$ cat src/rtl/itaf_pkg.sv
// Shared types, codes and character helpers of the integer to ASCII formatter.
// No dependencies; imported by every module of the block.
package itaf_pkg;

  localparam int unsigned QueueDepth = 2;
  localparam logic [31:0] RecipTen = 32'hCCCCCCCD;
  localparam logic [7:0] ChZero = 8'h30;
  localparam logic [7:0] ChLowA = 8'h61;
  localparam logic [7:0] ChUpA = 8'h41;
  localparam logic [7:0] ChMinus = 8'h2D;
  localparam logic [7:0] ChX = 8'h78;

  typedef enum logic [2:0] {
    CMD_SDEC = 3'd0,
    CMD_UDEC = 3'd1,
    CMD_HEX  = 3'd2,
    CMD_PTRL = 3'd3,
    CMD_PTRU = 3'd4
  } cmd_t;

  typedef enum logic [1:0] {
    KIND_DEC,
    KIND_HEX,
    KIND_NIL
  } kind_t;

  typedef enum logic [2:0] {
    BK_IDLE,
    BK_CONV,
    BK_PFX,
    BK_DIG,
    BK_NIL
  } back_state_t;

  typedef struct packed {
    kind_t       kind;
    logic        neg;
    logic        upper;
    logic        prefix;
    logic [4:0]  ndig;
    logic [63:0] value;
  } job_t;

  typedef struct packed {
    back_state_t state;
    logic [4:0]  ndig;
  } back_stat_t;

  function automatic logic [7:0] nil_char(input logic [2:0] pos);
    logic [7:0] c;
    unique case (pos)
      3'd0:    c = 8'h28;
      3'd1:    c = 8'h6E;
      3'd2:    c = 8'h69;
      3'd3:    c = 8'h6C;
      default: c = 8'h29;
    endcase
    return c;
  endfunction

  function automatic logic [7:0] hex_char(input logic [3:0] nib, input logic upper);
    logic [7:0] c;
    if (nib < 4'd10) begin
      c = ChZero + {4'd0, nib};
    end else begin
      c = (upper ? ChUpA : ChLowA) + {4'd0, nib} - 8'd10;
    end
    return c;
  endfunction

endpackage

$ cat src/rtl/itaf_front.sv
// Front end: decodes the format command, folds the sign and counts hex digits.
// Depends on itaf_pkg.
module itaf_front
  import itaf_pkg::*;
(
  input  logic [2:0]  command,
  input  logic [63:0] value,
  output logic        job_ok,
  output job_t        job
);

  logic [31:0] low;
  logic [4:0]  hex_len;

  assign low = value[31:0];

  // Highest nonzero nibble sets the digit count; zero still gives one digit.
  always_comb begin
    hex_len = 5'd1;
    for (int i = 0; i < 16; i++) begin
      if (value[4*i +: 4] != 4'd0) begin
        hex_len = 5'(i + 1);
      end
    end
  end

  always_comb begin
    job_ok     = 1'b1;
    job.kind   = KIND_DEC;
    job.neg    = 1'b0;
    job.upper  = 1'b0;
    job.prefix = 1'b0;
    job.ndig   = hex_len;
    job.value  = {32'd0, low};
    unique case (command)
      CMD_SDEC: begin
        job.neg   = low[31];
        job.value = {32'd0, (low[31] ? (32'd0 - low) : low)};
      end
      CMD_UDEC: begin
        job.neg = 1'b0;
      end
      CMD_HEX: begin
        job.kind  = KIND_HEX;
        job.value = value;
      end
      CMD_PTRL, CMD_PTRU: begin
        job.kind   = (value == 64'd0) ? KIND_NIL : KIND_HEX;
        job.upper  = (command == CMD_PTRU);
        job.prefix = 1'b1;
        job.value  = value;
      end
      default: begin
        job_ok = 1'b0;
      end
    endcase
  end

endmodule

$ cat config.mk
export PLATFORM = sky130hd
export DESIGN_NAME = itaf_front
export DESIGN_NICKNAME = d
export VERILOG_FILES = /design/src/rtl/itaf_pkg.sv /design/src/rtl/itaf_front.sv
export SDC_FILE = /design/constraint.sdc
export NUM_CORES = 1
export LEC_CHECK = 0
export ABC_AREA = 1
export BUFFER_PORTS_ARGS = -buffer_cell sky130_fd_sc_hd__buf_2
export CAP_MARGIN = 20
export CORE_UTILIZATION = 36
export DETAILED_ROUTE_END_ITERATION = 8
export PLACE_DENSITY = 0.94
export SETUP_SLACK_MARGIN = 0.05
export SLEW_MARGIN = 15
export SYNTH_ARGS = -nofsm -noshare
export SYNTH_HDL_FRONTEND = slang
export SYNTH_SLANG_ARGS = --single-unit
$ cat constraint.sdc
create_clock -name vclk -period 1.8
set_clock_uncertainty 0.1 [all_clocks]
set_input_delay 0.09 -clock vclk [all_inputs]
set_output_delay 0.09 -clock vclk [all_outputs]
set_load 0.05 [all_outputs]
==> flow_summary.ini, run 1 <==
[run_status]
outcome = aborted with a tool error
stop_stage = global routing
tool.error = [ERROR DPL-0038] Utilization greater than 100%, impossible to legalize

[yosys]
synth_area_leaders = inv_1 18%, nor2_1 17%, xor2_1 14%
synth-seq-area-share_pct = 0
synth_top_area_cell = inv_1
synth_top_area_share_pct = 17.5
netlist_area_mm2 = 0.00129
ys_warn_count = 0
ys_types = 28
synth_area_per_cell_um2 = 5.00
synth_cells = 257
synthesis.nets = 325

[floorplan]
num_rows = 21
fp.dieH_um = 61.8
io_pins = 142
die_x_um = 61.8
start_util_pct = 37.9

[placement]
port_buffers = 142
gp_congestion = 0.881
dp.cells = 488
place_hpwl_um = 5020

[clock_tree]
ctsHoldBuffers = 0

[timing]
postGrtWorstEndpoint = job[27]
endpoint_type = top-level output

[grt]
grt_max_degree = 17
logic make-up after synthesis:
| logic type | share of synthesized area [%] |
|---|---|
| buffers and inverters | 19.6 |
| XOR/XNOR | 19.7 |
| AND/OR/NAND/NOR | 47.5 |
| adder cells (fa/ha/maj) | 0.973 |
| AO/OA/AOI/OAI | 12.2 |
through the flow:
stage | worst slack, ns | utilization (%) | cell area [um^2] | TNS (ns)
2_1_floorplan | -0.126 | - | 1690 | -0.126
3_3_place_gp | -0.148 | 82.9 | 2810 | -1.04
3_5_place_dp | -0.221 | 82.9 | 2810 | -2.25
4_1_cts | -0.0434 | 93.0 | 3150 | -0.0434
Yosys cell counts, drive strengths merged:
master	count
a21boi	1
a21oi	11
a31oi	6
buf	1
clkbuf	5
ha	1
inv	61
nand2	42
nand3	4
nand4	2
nor2	61
nor3	11
nor4	10
o21ai	7
o21bai	1
o22ai	1
o31ai	1
or2	2
xnor2	9
xor2	20
timing repair:
action	CTS
endpoints found under the setup margin	56
cloned	1
setup buffers	6
pin swaps	11
gates resized for setup	81
==> inputs of run 2 (changes only) <==
CORE_UTILIZATION = 35   (was 36)
PLACE_DENSITY = unset   (was 0.94)
PLACE_DENSITY_LB_ADDON = 0.15   (was unset)
SETUP_SLACK_MARGIN = unset   (was 0.05)
==> run 2 against run 1 <==
The flow now finishes, with violations (negative setup slack). Area after synthesis unchanged. Synthesized cell count unchanged.
==> flow_summary.ini, run 2 <==
[run_status]
outcome = finished, violations left
violations = negative setup slack

[critical_path]
startpoint = value[1]
criticalPathCategory = input pin to output pin
crit_path_max_incr_delay_ns = 0.20
path_delay_family = buffers and inverters
worst_setup_path_end_kind = output pin
startpoint_type = input pin
crit_chain = buf_8 -> inv_4 -> ha_4 -> inv_2 -> nor3_4 -> inv_2 -> nor2_4 -> inv_2 -> nor2_4 -> buf_4 -> buf_6 -> a31oi_4 -> xor2_2 -> buf_6
critical_path_required_ns = 1.61
cp_max_fo = 3
crit_top_cell = inv_2
crit_buf_inv = 8
cp_slowest_cell = nor3_4
critPathArrivalTime_ns = 1.75

[yosys]
synth_area_per_cell_um2 = 5.00
synthesis.nets = 325
synth_top_area_share_pct = 17.5
netlist_area_mm2 = 0.00129
yosysMostFrequentCell = inv_1
synth-seq-area-share_pct = 0
synth_cells = 257
synth_area_leaders = inv_1 18%, nor2_1 17%, xor2_1 14%
ys_warn_count = 0
ys_types = 28
synth_top_area_cell = inv_1
synth_common_cells = 60 x inv_1, 58 x nor2_1, 42 x nand2_1

[timing]
finalWorstSetupSlack_ns = -0.137
setup_violations = 10
relSlewSlack_pct = 72.0
setup_tns_ns = -0.568
slew_violations = 0
rsz0062_at_grt = true
fin_crit_ns = 1.94
period_share_pct = 108
hold_viol_final = 0
worst_pin_slew_ns = 0.417
fmax_mhz = 516

[drt]
drtAntennaViolNets = 0
vias = 2498
wl_per_cell_um = 13.5
dr.pass1.iters = 4
postRouteWirelength_um = 6750
viasPerCell = 5.01
drtIter0Drc = 120
drc = 0

[placement]
post-place-ws_ns = -0.234
port_buffers = 142
dpl_cell_area_mm2 = 0.00273
dp.cells = 487
place_hpwl_um = 4470
gp_congestion = 0.823

[pwr]
power_density_mw_per_mm2 = 317
peakVddDrop_v = 0.000220
p_leak_nw = 1.70
total_power_w = 0.000995

[floorplan]
num_rows = 21
core_area_mm2 = 0.00342
die_x_um = 62.6
die_area_mm2 = 0.00392
start_util_pct = 37.7
fp.dieH_um = 62.6
io_pins = 142

[grt]
overflow = 0
track_usage_pct = 27.9
grt_antenna_before_repair = 1
use_met1_pct = 30.7
grt_pass1_wl_um = 9180
met3_usage_pct = 2.55
grt_pass1_vias = 2168
grt_max_degree = 33
top_usage_layer = met2
grtUsageMet2_pct = 56.9

[min_path]
hold_start = value[25]
hp-class = input pin to output pin
whs_path_depth = 3
hold_end = job[25]

[cells_and_area]
drive_above_1_share_pct = 65.7
stdcell_count = 499
mostFrequentLayoutCells = 114 x buf_2, 64 x buf_4, 55 x inv_1
nNetsFinal = 522
seqCellArea_um2 = 0
area_growth_pct = 144
final_common_cell = buf_2
stdcell_area_mm2 = 0.00313
seq_cell_count = 0
n_clock_buffer = 0

[run]
maxCapViolations = 0
[run 2: cell counts after synthesis]
Identical to the previous run, type by type.
[run 2: metrics by stage]
step	hold WS, ns	utilization [%]
finish	0.420	91.7
global route	0.433	91.7
CTS	0.406	84.8
detailed placement	0.429	79.8
global placement	0.418	79.8
floorplan	0.213	-
[run 2: area by class of cell]
type / count / area [um^2]
Multi-Input combinational cell: 190 / 1530
Fill cell: 156 / 283
Inverter: 61 / 231
Tap cell: 46 / 57.6
Antenna cell: 1 / 2.50
Timing Repair Buffer: 201 / 1310
[run 2: repair_timing]
item / CTS / global route
buffers inserted: 3 / 8
resized for setup: 42 / 54
endpoints found under the setup margin: 21 / 34
pin swaps: 9 / 28
hold buffers: 0 / 0
[run 2: kinds of logic (layout without fill, tap and decap cells)]
| group | Yosys count | count (layout) | synth area share, % |
|---|---|---|---|
| other | 0 | 1 | 0 |
| buffers and inverters | 67 | 262 | 19.6 |
| AO/OA/AOI/OAI | 28 | 28 | 12.2 |
| XOR/XNOR | 29 | 29 | 19.7 |
| AND/OR/NAND/NOR | 132 | 132 | 47.5 |
| adder cells (fa/ha/maj) | 1 | 1 | 0.973 |
[run 2: worst max path at each step]
stage | end | slack, ns | depth (start not counted)
2_1_floorplan | job[73] | -0.28 | 7
3_3_place_gp | job[18] | -0.20 | 11
3_5_place_dp | job[18] | -0.23 | 11
4_1_cts | job[27] | -0.1 | 12
5_1_grt | job[64] | -0.22 | 18
6_report | job[22] | -0.14 | 14
[run 2: power by group]
part | internal [W] | switching (W)
Clock | 0.0000000000743 | 0
Sequential | 0 | 0
Combinational | 0.000324 | 0.000671
Total | 0.000324 | 0.000671
[run 2: metal layers]
layer	share of wire [%]	vias to the layer above
met5	0	-
met4	6.6	0
met3	6.1	45
met2	53	155
met1	34	1125
li1	-	1173
No activity file was read; power rests on OpenSTA's default activity.
