$ cat src/rtl/itaf_pkg.sv
// Shared types, codes and character helpers of the integer to ASCII formatter.
// No dependencies; imported by every module of the block.
package itaf_pkg;

  localparam int unsigned QueueDepth = 2;
  localparam logic [31:0] RecipTen = 32'hCCCCCCCD;
  localparam logic [7:0] ChZero = 8'h30;
  localparam logic [7:0] ChLowA = 8'h61;
  localparam logic [7:0] ChUpA = 8'h41;
  localparam logic [7:0] ChMinus = 8'h2D;
  localparam logic [7:0] ChX = 8'h78;

  typedef enum logic [2:0] {
    CMD_SDEC = 3'd0,
    CMD_UDEC = 3'd1,
    CMD_HEX  = 3'd2,
    CMD_PTRL = 3'd3,
    CMD_PTRU = 3'd4
  } cmd_t;

  typedef enum logic [1:0] {
    KIND_DEC,
    KIND_HEX,
    KIND_NIL
  } kind_t;

  typedef enum logic [2:0] {
    BK_IDLE,
    BK_CONV,
    BK_PFX,
    BK_DIG,
    BK_NIL
  } back_state_t;

  typedef struct packed {
    kind_t       kind;
    logic        neg;
    logic        upper;
    logic        prefix;
    logic [4:0]  ndig;
    logic [63:0] value;
  } job_t;

  typedef struct packed {
    back_state_t state;
    logic [4:0]  ndig;
  } back_stat_t;

  function automatic logic [7:0] nil_char(input logic [2:0] pos);
    logic [7:0] c;
    unique case (pos)
      3'd0:    c = 8'h28;
      3'd1:    c = 8'h6E;
      3'd2:    c = 8'h69;
      3'd3:    c = 8'h6C;
      default: c = 8'h29;
    endcase
    return c;
  endfunction

  function automatic logic [7:0] hex_char(input logic [3:0] nib, input logic upper);
    logic [7:0] c;
    if (nib < 4'd10) begin
      c = ChZero + {4'd0, nib};
    end else begin
      c = (upper ? ChUpA : ChLowA) + {4'd0, nib} - 8'd10;
    end
    return c;
  endfunction

endpackage

$ cat src/rtl/itaf_queue.sv
// Two-entry job queue between the front end and the character sequencer.
// Depends on itaf_pkg.
module itaf_queue
  import itaf_pkg::*;
(
  input  logic       clk,
  input  logic       rst,
  input  logic       push,
  input  job_t       push_job,
  output logic       full,
  input  logic       pop,
  output logic       avail,
  output job_t       head,
  output logic [1:0] count
);

  job_t slot [QueueDepth];
  logic wr_ptr;
  logic rd_ptr;

  assign full  = (count == 2'(QueueDepth));
  assign avail = (count != 2'd0);
  assign head  = slot[rd_ptr];

  always_ff @(posedge clk) begin
    if (push) begin
      slot[wr_ptr] <= push_job;
    end
  end

  always_ff @(posedge clk) begin
    if (rst) begin
      wr_ptr <= 1'b0;
      rd_ptr <= 1'b0;
      count  <= 2'd0;
    end else begin
      if (push) begin
        wr_ptr <= ~wr_ptr;
      end
      if (pop) begin
        rd_ptr <= ~rd_ptr;
      end
      count <= count + {1'b0, push} - {1'b0, pop};
    end
  end

endmodule

$ cat config.mk
export PLATFORM = sky130hd
export DESIGN_NAME = itaf_queue
export DESIGN_NICKNAME = d
export VERILOG_FILES = /design/src/rtl/itaf_pkg.sv /design/src/rtl/itaf_queue.sv
export SDC_FILE = /design/constraint.sdc
export NUM_CORES = 1
export LEC_CHECK = 0
export BUFFER_PORTS_ARGS = -buffer_cell sky130_fd_sc_hd__buf_4
export CAP_MARGIN = 20
export CORE_MARGIN = 1.5
export CORE_UTILIZATION = 50
export DETAILED_ROUTE_END_ITERATION = 16
export PLACE_DENSITY = 0.84
export SKIP_LAST_GASP = 1
export SYNTH_ARGS = -nofsm -noshare
export SYNTH_HDL_FRONTEND = slang
export SYNTH_SLANG_ARGS = --single-unit
$ cat constraint.sdc
create_clock -name clk -period 5.6 [get_ports clk]
set_input_delay 0.56 -clock clk [delete_from_list [all_inputs] [get_ports clk]]
set_output_delay 0.56 -clock clk [all_outputs]
set_load 0.02 [all_outputs]
# Yosys cells after proc, flatten, opt, wreduce, memory -nomap -nowiden
# Memory sizes are Yosys's and may differ from the RTL's. A register that Yosys moved wholly into a read port is not among the register bits.
# Index checks and enable logic that the tools add are counted.
[totals] ff_bits=4 mem_count=1 input_bits=78 word_cells=14 ram_bits=148 out_inout_bits=78
[classes] add_sub_neg=2 mux=4 n_reduce_logical=1 bitwise=2 n_eq_ne=1
[memory_table] name="slot" depth=2 word_bits=74 rd=1 rd_ports_with_merged_regs=1 write_ports=1 line_no="itaf_queue.sv:17" rtl="job_t slot [QueueDepth];"
[ops] operator="$mux W1" count=4
[ops] operator="$add A2 B1 Y2" count=1
[ops] operator="$eq A2 B2 Y1 const B" count=1
[ops] operator="$not A1 Y1" count=2
[ops] operator="$reduce_bool A2 Y1" count=1
[ops] operator="$sub A2 B1 Y2" count=1

# Depth between registers and ports, before layout
# Gate-level depths: netlist of the first run.
[logic_depth] depth_word=3 depth_mapped=6 depth_no_buf=6

# Worst setup path after synthesis of the first run
# No wires, ideal clock.
[synth_path] path_kind="input to register" start="input push" end="memory slot[0][0] (netlist name) (enable)" setup_slack_ns=1.283 path_stages=1 setup_ns=0.516 n_path_buf=0 arrival_time_ns=3.802 t_required_ns=5.084 cell_sequence="nor2b_1"
[synth_via] elab_chain_cells=2
[synth_rtl] element="from (decl)" line_no="itaf_queue.sv:8" rtl="input logic push,"
[synth_rtl] element="$mux W1" line_no="itaf_queue.sv:26" rtl="if (push) begin"
[synth_rtl] element="$mux W1 (implied by the code)" line_no="itaf_queue.sv:27" rtl="slot[wr_ptr] <= push_job;"
[synth_rtl] element="to (decl)" line_no="itaf_queue.sv:17"
# Every way passes these cells.

==> metrics, run 1 <==
status=finished clean; Final ANT Viol Nets=0; DRC viols=0; CTS Buf Count=17; Critical Path Slowest Stage Cell=buf_4; total of max-cap violations=0; final instance area=~7700 um^2; Post CTS Setup Buffer Count=0; core box area=11370 um^2; Synth Instances=251; power per cell area=between 300 and 400 nW/um^2; post-CTS sizing=0; nets=500; HPWL after DPL=6484 um; register area share after synthesis=0.7828; Setup Viol. Count Final=0; Comb power frac=0.146; Hold WS=~0.34 ns; CP endpoint kind=output port; Die ar.=roughly 12000 um^2; min Tclk post-route=2.911 ns; worst path bufs/invs=2; initial antenna violation count=0; Max-Slew Margin vs Limit=0.3296; Final GP Congestion=0.6791; share of cells above drive strength 1=0.6143; crit-path leading delay family=buffers and inverters; multi-input combinational cell area=1180 um^2; max incr delay on CP=0.77 ns; setup TNS=0 ns; Die Span X=110.8 um; worst-path cell chain=buf_4 -> mux2_4 -> buf_4; CP most frequent cell=buf_4; Row Count=39; Synth cell types=14; routed len/inst=between 15 and 20 um; hold_sp=push_job[1]; WHS Path Cells=1; cell internal pwr=2.212 mW; register area=approximately 4500 um^2; Min-Delay Endpoint=slot[1][1]$_DFFE_PP_; Pins Over Slew Limit=0; Clk network pwr share=0.379; critical path launch point type=flop; switch share=0.2312; Pre-antenna DRT Iters=4; vias in the first global route=2995; RSZ-0062 raised after global routing=no; R2R setup slack=3.91 ns; worst skew pair latency=about 0.4 ns; CTS tree=done; Hold Crit Class=input pin to flop; H-tree depth=4; synthesized netlist net count=around 330; most common cell after layout, fill and taps aside=buf_4; synthesized area per cell=23.13 um^2; first-pass GRT wire length=15160 um; die height=110.8 um; Routed Wire Length=9935 um; crit share post-route=0.5198; most frequent cells in the layout=buf_4 (157), edfxtp_1 (148), mux2_4 (60), clkbuf_16 (17), mux2_2 (14); Arrival @ worst endpoint=between 2 and 2.5 ns; Crit Path Max Fanout=47; NetSw=0.6652 mW; Worst VDD drop=0.2141 mV; Seq pwr share=0.475; Lkg Pwr=3.049 nW; # fillers=between 700 and 800; share of the synthesized area in the top cell type=0.7655; average vias per placed instance=approximately 5; Clock Skew=0.01009 ns; largest net degree at the start of global routing=75; hold buffers post-CTS=0; mapped cell area=between 5000 and 6000 um^2; Crit Path Class=flop to output port; # IOs=156; Worst Reg-to-Reg Cells=1; total power=2.877 mW; r2r startpoint=wr_ptr$_SDFFE_PP0P_; clk sink count=~150; antenna cell count=0; GRT Overall Usage=0.1633; FF+latch count, synth=153; clk slew on worst S/H paths=0.06 ns; cell accounting for the most synthesized area=edfxtp_1; reg2reg end=slot[1][17]$_DFFE_PP_; Placed Area=around 7100 um^2; achievable frequency=around 340 MHz; I/O Buffers=155; Hold Vio Cnt, Final=0; drt first-iter violations=132; vias=2838; Worst-Margin Slew=1.006 ns; deepest clock path buffer count=2; CP Data Required Time=about 5.0 ns; synth top area cells=edfxtp_1 (77%), mux2_4 (16%), mux2_2 (2.7%), dfxtp_1 (1.7%), buf_6 (1.4%); Overflow after GRT=0; area grow syn2layout=32.46%; fin util=0.6764; Initial Util=0.5106; Root Driver=clkbuf_16; synth warn=0
[through the flow]
step	setup WS, ns	std cells
CTS	2.626	575
floorplan	1.283	251
detailed placement	3.029	543
finish	2.689	576
global route	2.558	576
global placement	3.057	543
[power by group through the flow]
stage	logic, mW	registers, mW	clock network [mW]
after global routing	0.442	1.37	1.16
final	0.419	1.37	1.09
after global placement	0.413	1.39	0
after floorplan	0.257	1.38	0
after detailed placement	0.422	1.39	0
after CTS	0.423	1.37	1.11
[registers in the layout, summed over array words and instances (netlist names), named ones only]
name,count
slot,148
count,2
rd_ptr,1
wr_ptr,1
[final cells by class]
cell class | instances | share of cell area
well taps | 143 | 0.02327
flip-flops and latches | 153 | 0.5914
clock inverters | 15 | 0.01969
inverters | 2 | 0.0009762
multi-input cells | 88 | 0.1534
clock buffers | 17 | 0.05532
repair buffers | 158 | 0.1559
[worst max path at each step]
stage / slack (ns) / to / from / cells after the start
after floorplan: 1.28 / slot[0][0]$_DFFE_PP_ / push / 1
after global placement: 3.06 / slot[0][10]$_DFFE_PP_ / push / 3
after detailed placement: 3.03 / slot[0][58]$_DFFE_PP_ / push / 3
after CTS: 2.63 / head[34] / flop / 3
after global routing: 2.56 / head[65] / flop / 3
final: 2.69 / head[16] / flop / 3
[cell families after synthesis]
group,share of synthesized area
xor+xnor,0.006897
simple gates,0.007975
flops,0.7828
buf+inv,0.01573
fa+ha+maj,0.004310
mux,0.1823
[synth_stat cells]
library cell / instances
xnor3_1: 1
and2_1: 1
dfxtp_1: 5
or2_2: 1
nor2_1: 4
edfxtp_1: 148
mux2_2: 14
ha_1: 2
buf_6: 7
nor2b_1: 3
inv_1: 2
buf_2: 1
mux2_4: 60
xnor2_1: 2
[metal layers]
| metal | vias up | share of wire | global-route usage |
|---|---|---|---|
| li1 | 1325 | - | - |
| met1 | 1392 | 0.41 | 0.1950 |
| met2 | 108 | 0.51 | 0.2687 |
| met3 | 13 | 0.067 | 0.06069 |
| met4 | 0 | 0.015 | 0.06667 |
| met5 | - | 0 | 0 |
Note: power is estimated with default switching activity, not from simulation.
==> run 2, diff against run 1 <==
clock period = 2.9 ns   (was 5.6 ns; I/O delays follow)
==> metrics, run 2 (synthesis gave the netlist of run 1 again) <==
status=finished clean; Post-Layout Cell Count=577; drt first-iter violations=102; # fillers=760; nets=501; total of max-cap violations=0; Root Driver=clkbuf_16; Die Span X=around 110 um; Post CTS Setup Buffer Count=0; Seq pwr share=0.474; initial antenna violation count=0; Die ar.=around 12000 um^2; routed len/inst=16.75 um; worst skew pair latency=a little over 0.4 ns; GRT Overall Usage=0.1628; crit share post-route=0.6978; Top reg by flops=slot; Arrival @ worst endpoint=1.73 ns; vias in the first global route=3050; Row Count=39; H-tree depth=4; Crit Path Class=flop to output port; deepest clock path buffer count=2; cell internal pwr=4.269 mW; Worst VDD drop=0.4160 mV; dpl cells=545; CTS Buf Count=17; core box area=roughly 11000 um^2; Clk network pwr share=0.377; most common cell after layout, fill and taps aside=buf_4; clk slew on worst S/H paths=0.06 ns; Crit Path Max Fanout=28; I/O Buffers=155; Routed Wire Length=9666 um; HPWL after DPL=approximately 6400 um; min Tclk post-route=~2 ns; CP Data Required Time=2.61 ns; first-pass GRT wire length=about 15000 um; hold buffers post-CTS=0; # IOs=156; NetSw=~1.3 mW; clk sink count=153; vias=2821; switch share=0.2292; setup TNS=0 ns; post-CTS sizing=0; critical path launch point type=flop; Initial Util=0.5106; Hold Vio Cnt, Final=0; Final GP Congestion=between 0.6 and 0.7; largest net degree at the start of global routing=75; DRC viols=0; RSZ-0062 raised after global routing=no; Clock Skew=~0.0068 ns; CTS tree=done; Worst-Margin Slew=1.025 ns; area grow syn2layout=32.61%; share of cells above drive strength 1=0.6129; most frequent cells in the layout=buf_4 (158), edfxtp_1 (148), mux2_4 (60), clkbuf_16 (17), mux2_2 (14); Lkg Pwr=3.047 nW; CP endpoint kind=output port; Pins Over Slew Limit=0; Comb power frac=0.149; Hold Crit Class=input pin to flop; Largest register FFs=148; Setup Viol. Count Final=0; die height=~110 um; antenna cell count=0; Final ANT Viol Nets=0; achievable frequency=between 400 and 500 MHz; Max-Slew Margin vs Limit=0.3166; power per cell area=between 700 and 800 nW/um^2; Pre-antenna DRT Iters=6; average vias per placed instance=4.889; top flop regs=slot: 148 flops, count: 2 flops; Overflow after GRT=0
[run 2: power by group through the flow]
| stage | Sequential [mW] | Clock, mW | Combinational [mW] |
|---|---|---|---|
| 3_3_place_gp | 2.66 | 0 | 0.818 |
| 5_1_grt | 2.64 | 2.23 | 0.873 |
| 4_1_cts | 2.63 | 2.13 | 0.836 |
| 6_report | 2.62 | 2.09 | 0.824 |
| 3_5_place_dp | 2.67 | 0 | 0.832 |
| 2_1_floorplan | 2.67 | 0 | 0.497 |
[run 2: worst max-delay path, cell delays in order (launching register included)]
cell	delay, ns
dfxtp_4	0.35
buf_4	0.40
mux2_2	0.40
buf_4	0.16
[run 2: path summary, 6_finish.rpt]
kind	startpoint	endpoint	slack, ns	depth (start not counted)
worst max-delay path	flop	head[5]	0.88	3
worst min-delay path	push_job[3]	slot[0][3]$_DFFE_PP_	0.06	1
worst max register to register	wr_ptr$_SDFFE_PP0P_	slot[1][45]$_DFFE_PP_	1.20	1
worst min register to register	rd_ptr$_SDFFE_PP0P_	rd_ptr$_SDFFE_PP0P_	0.54	2
[run 2: per-stage QoR]
stage	instance area, um^2	util	hold slack, ns	power [mW]	worst slack, ns
global placement	7121	0.6263	0.4752	3.480	1.251
finish	7699	0.6771	0.06478	5.539	0.8764
CTS	7699	0.6771	0.04906	5.597	0.8433
floorplan	5808	-	0.3616	3.167	0.2099
detailed placement	7121	0.6263	0.4774	3.504	1.203
global route	7699	0.6771	0.04192	5.743	0.7916
[run 2: layer usage]
metal  up-vias  part of all wire  GRT usage
li1       1332                 -          -
met1      1378              0.39     0.1862
met2       105              0.54     0.2868
met3         6             0.059    0.05085
met4         0            0.0073    0.06154
met5         -                 0          0
[run 2: final cells by class]
class	count	area, um^2	share of cell area
sequential	153	4548	0.5908
timing repair buffer	159	1206	0.1567
multi-input combinational	88	1180	0.1533
clock buffer	17	425.4	0.05526
tap	143	178.9	0.02324
clock inverter	15	152.6	0.01983
inverter	2	7.507	0.0009751
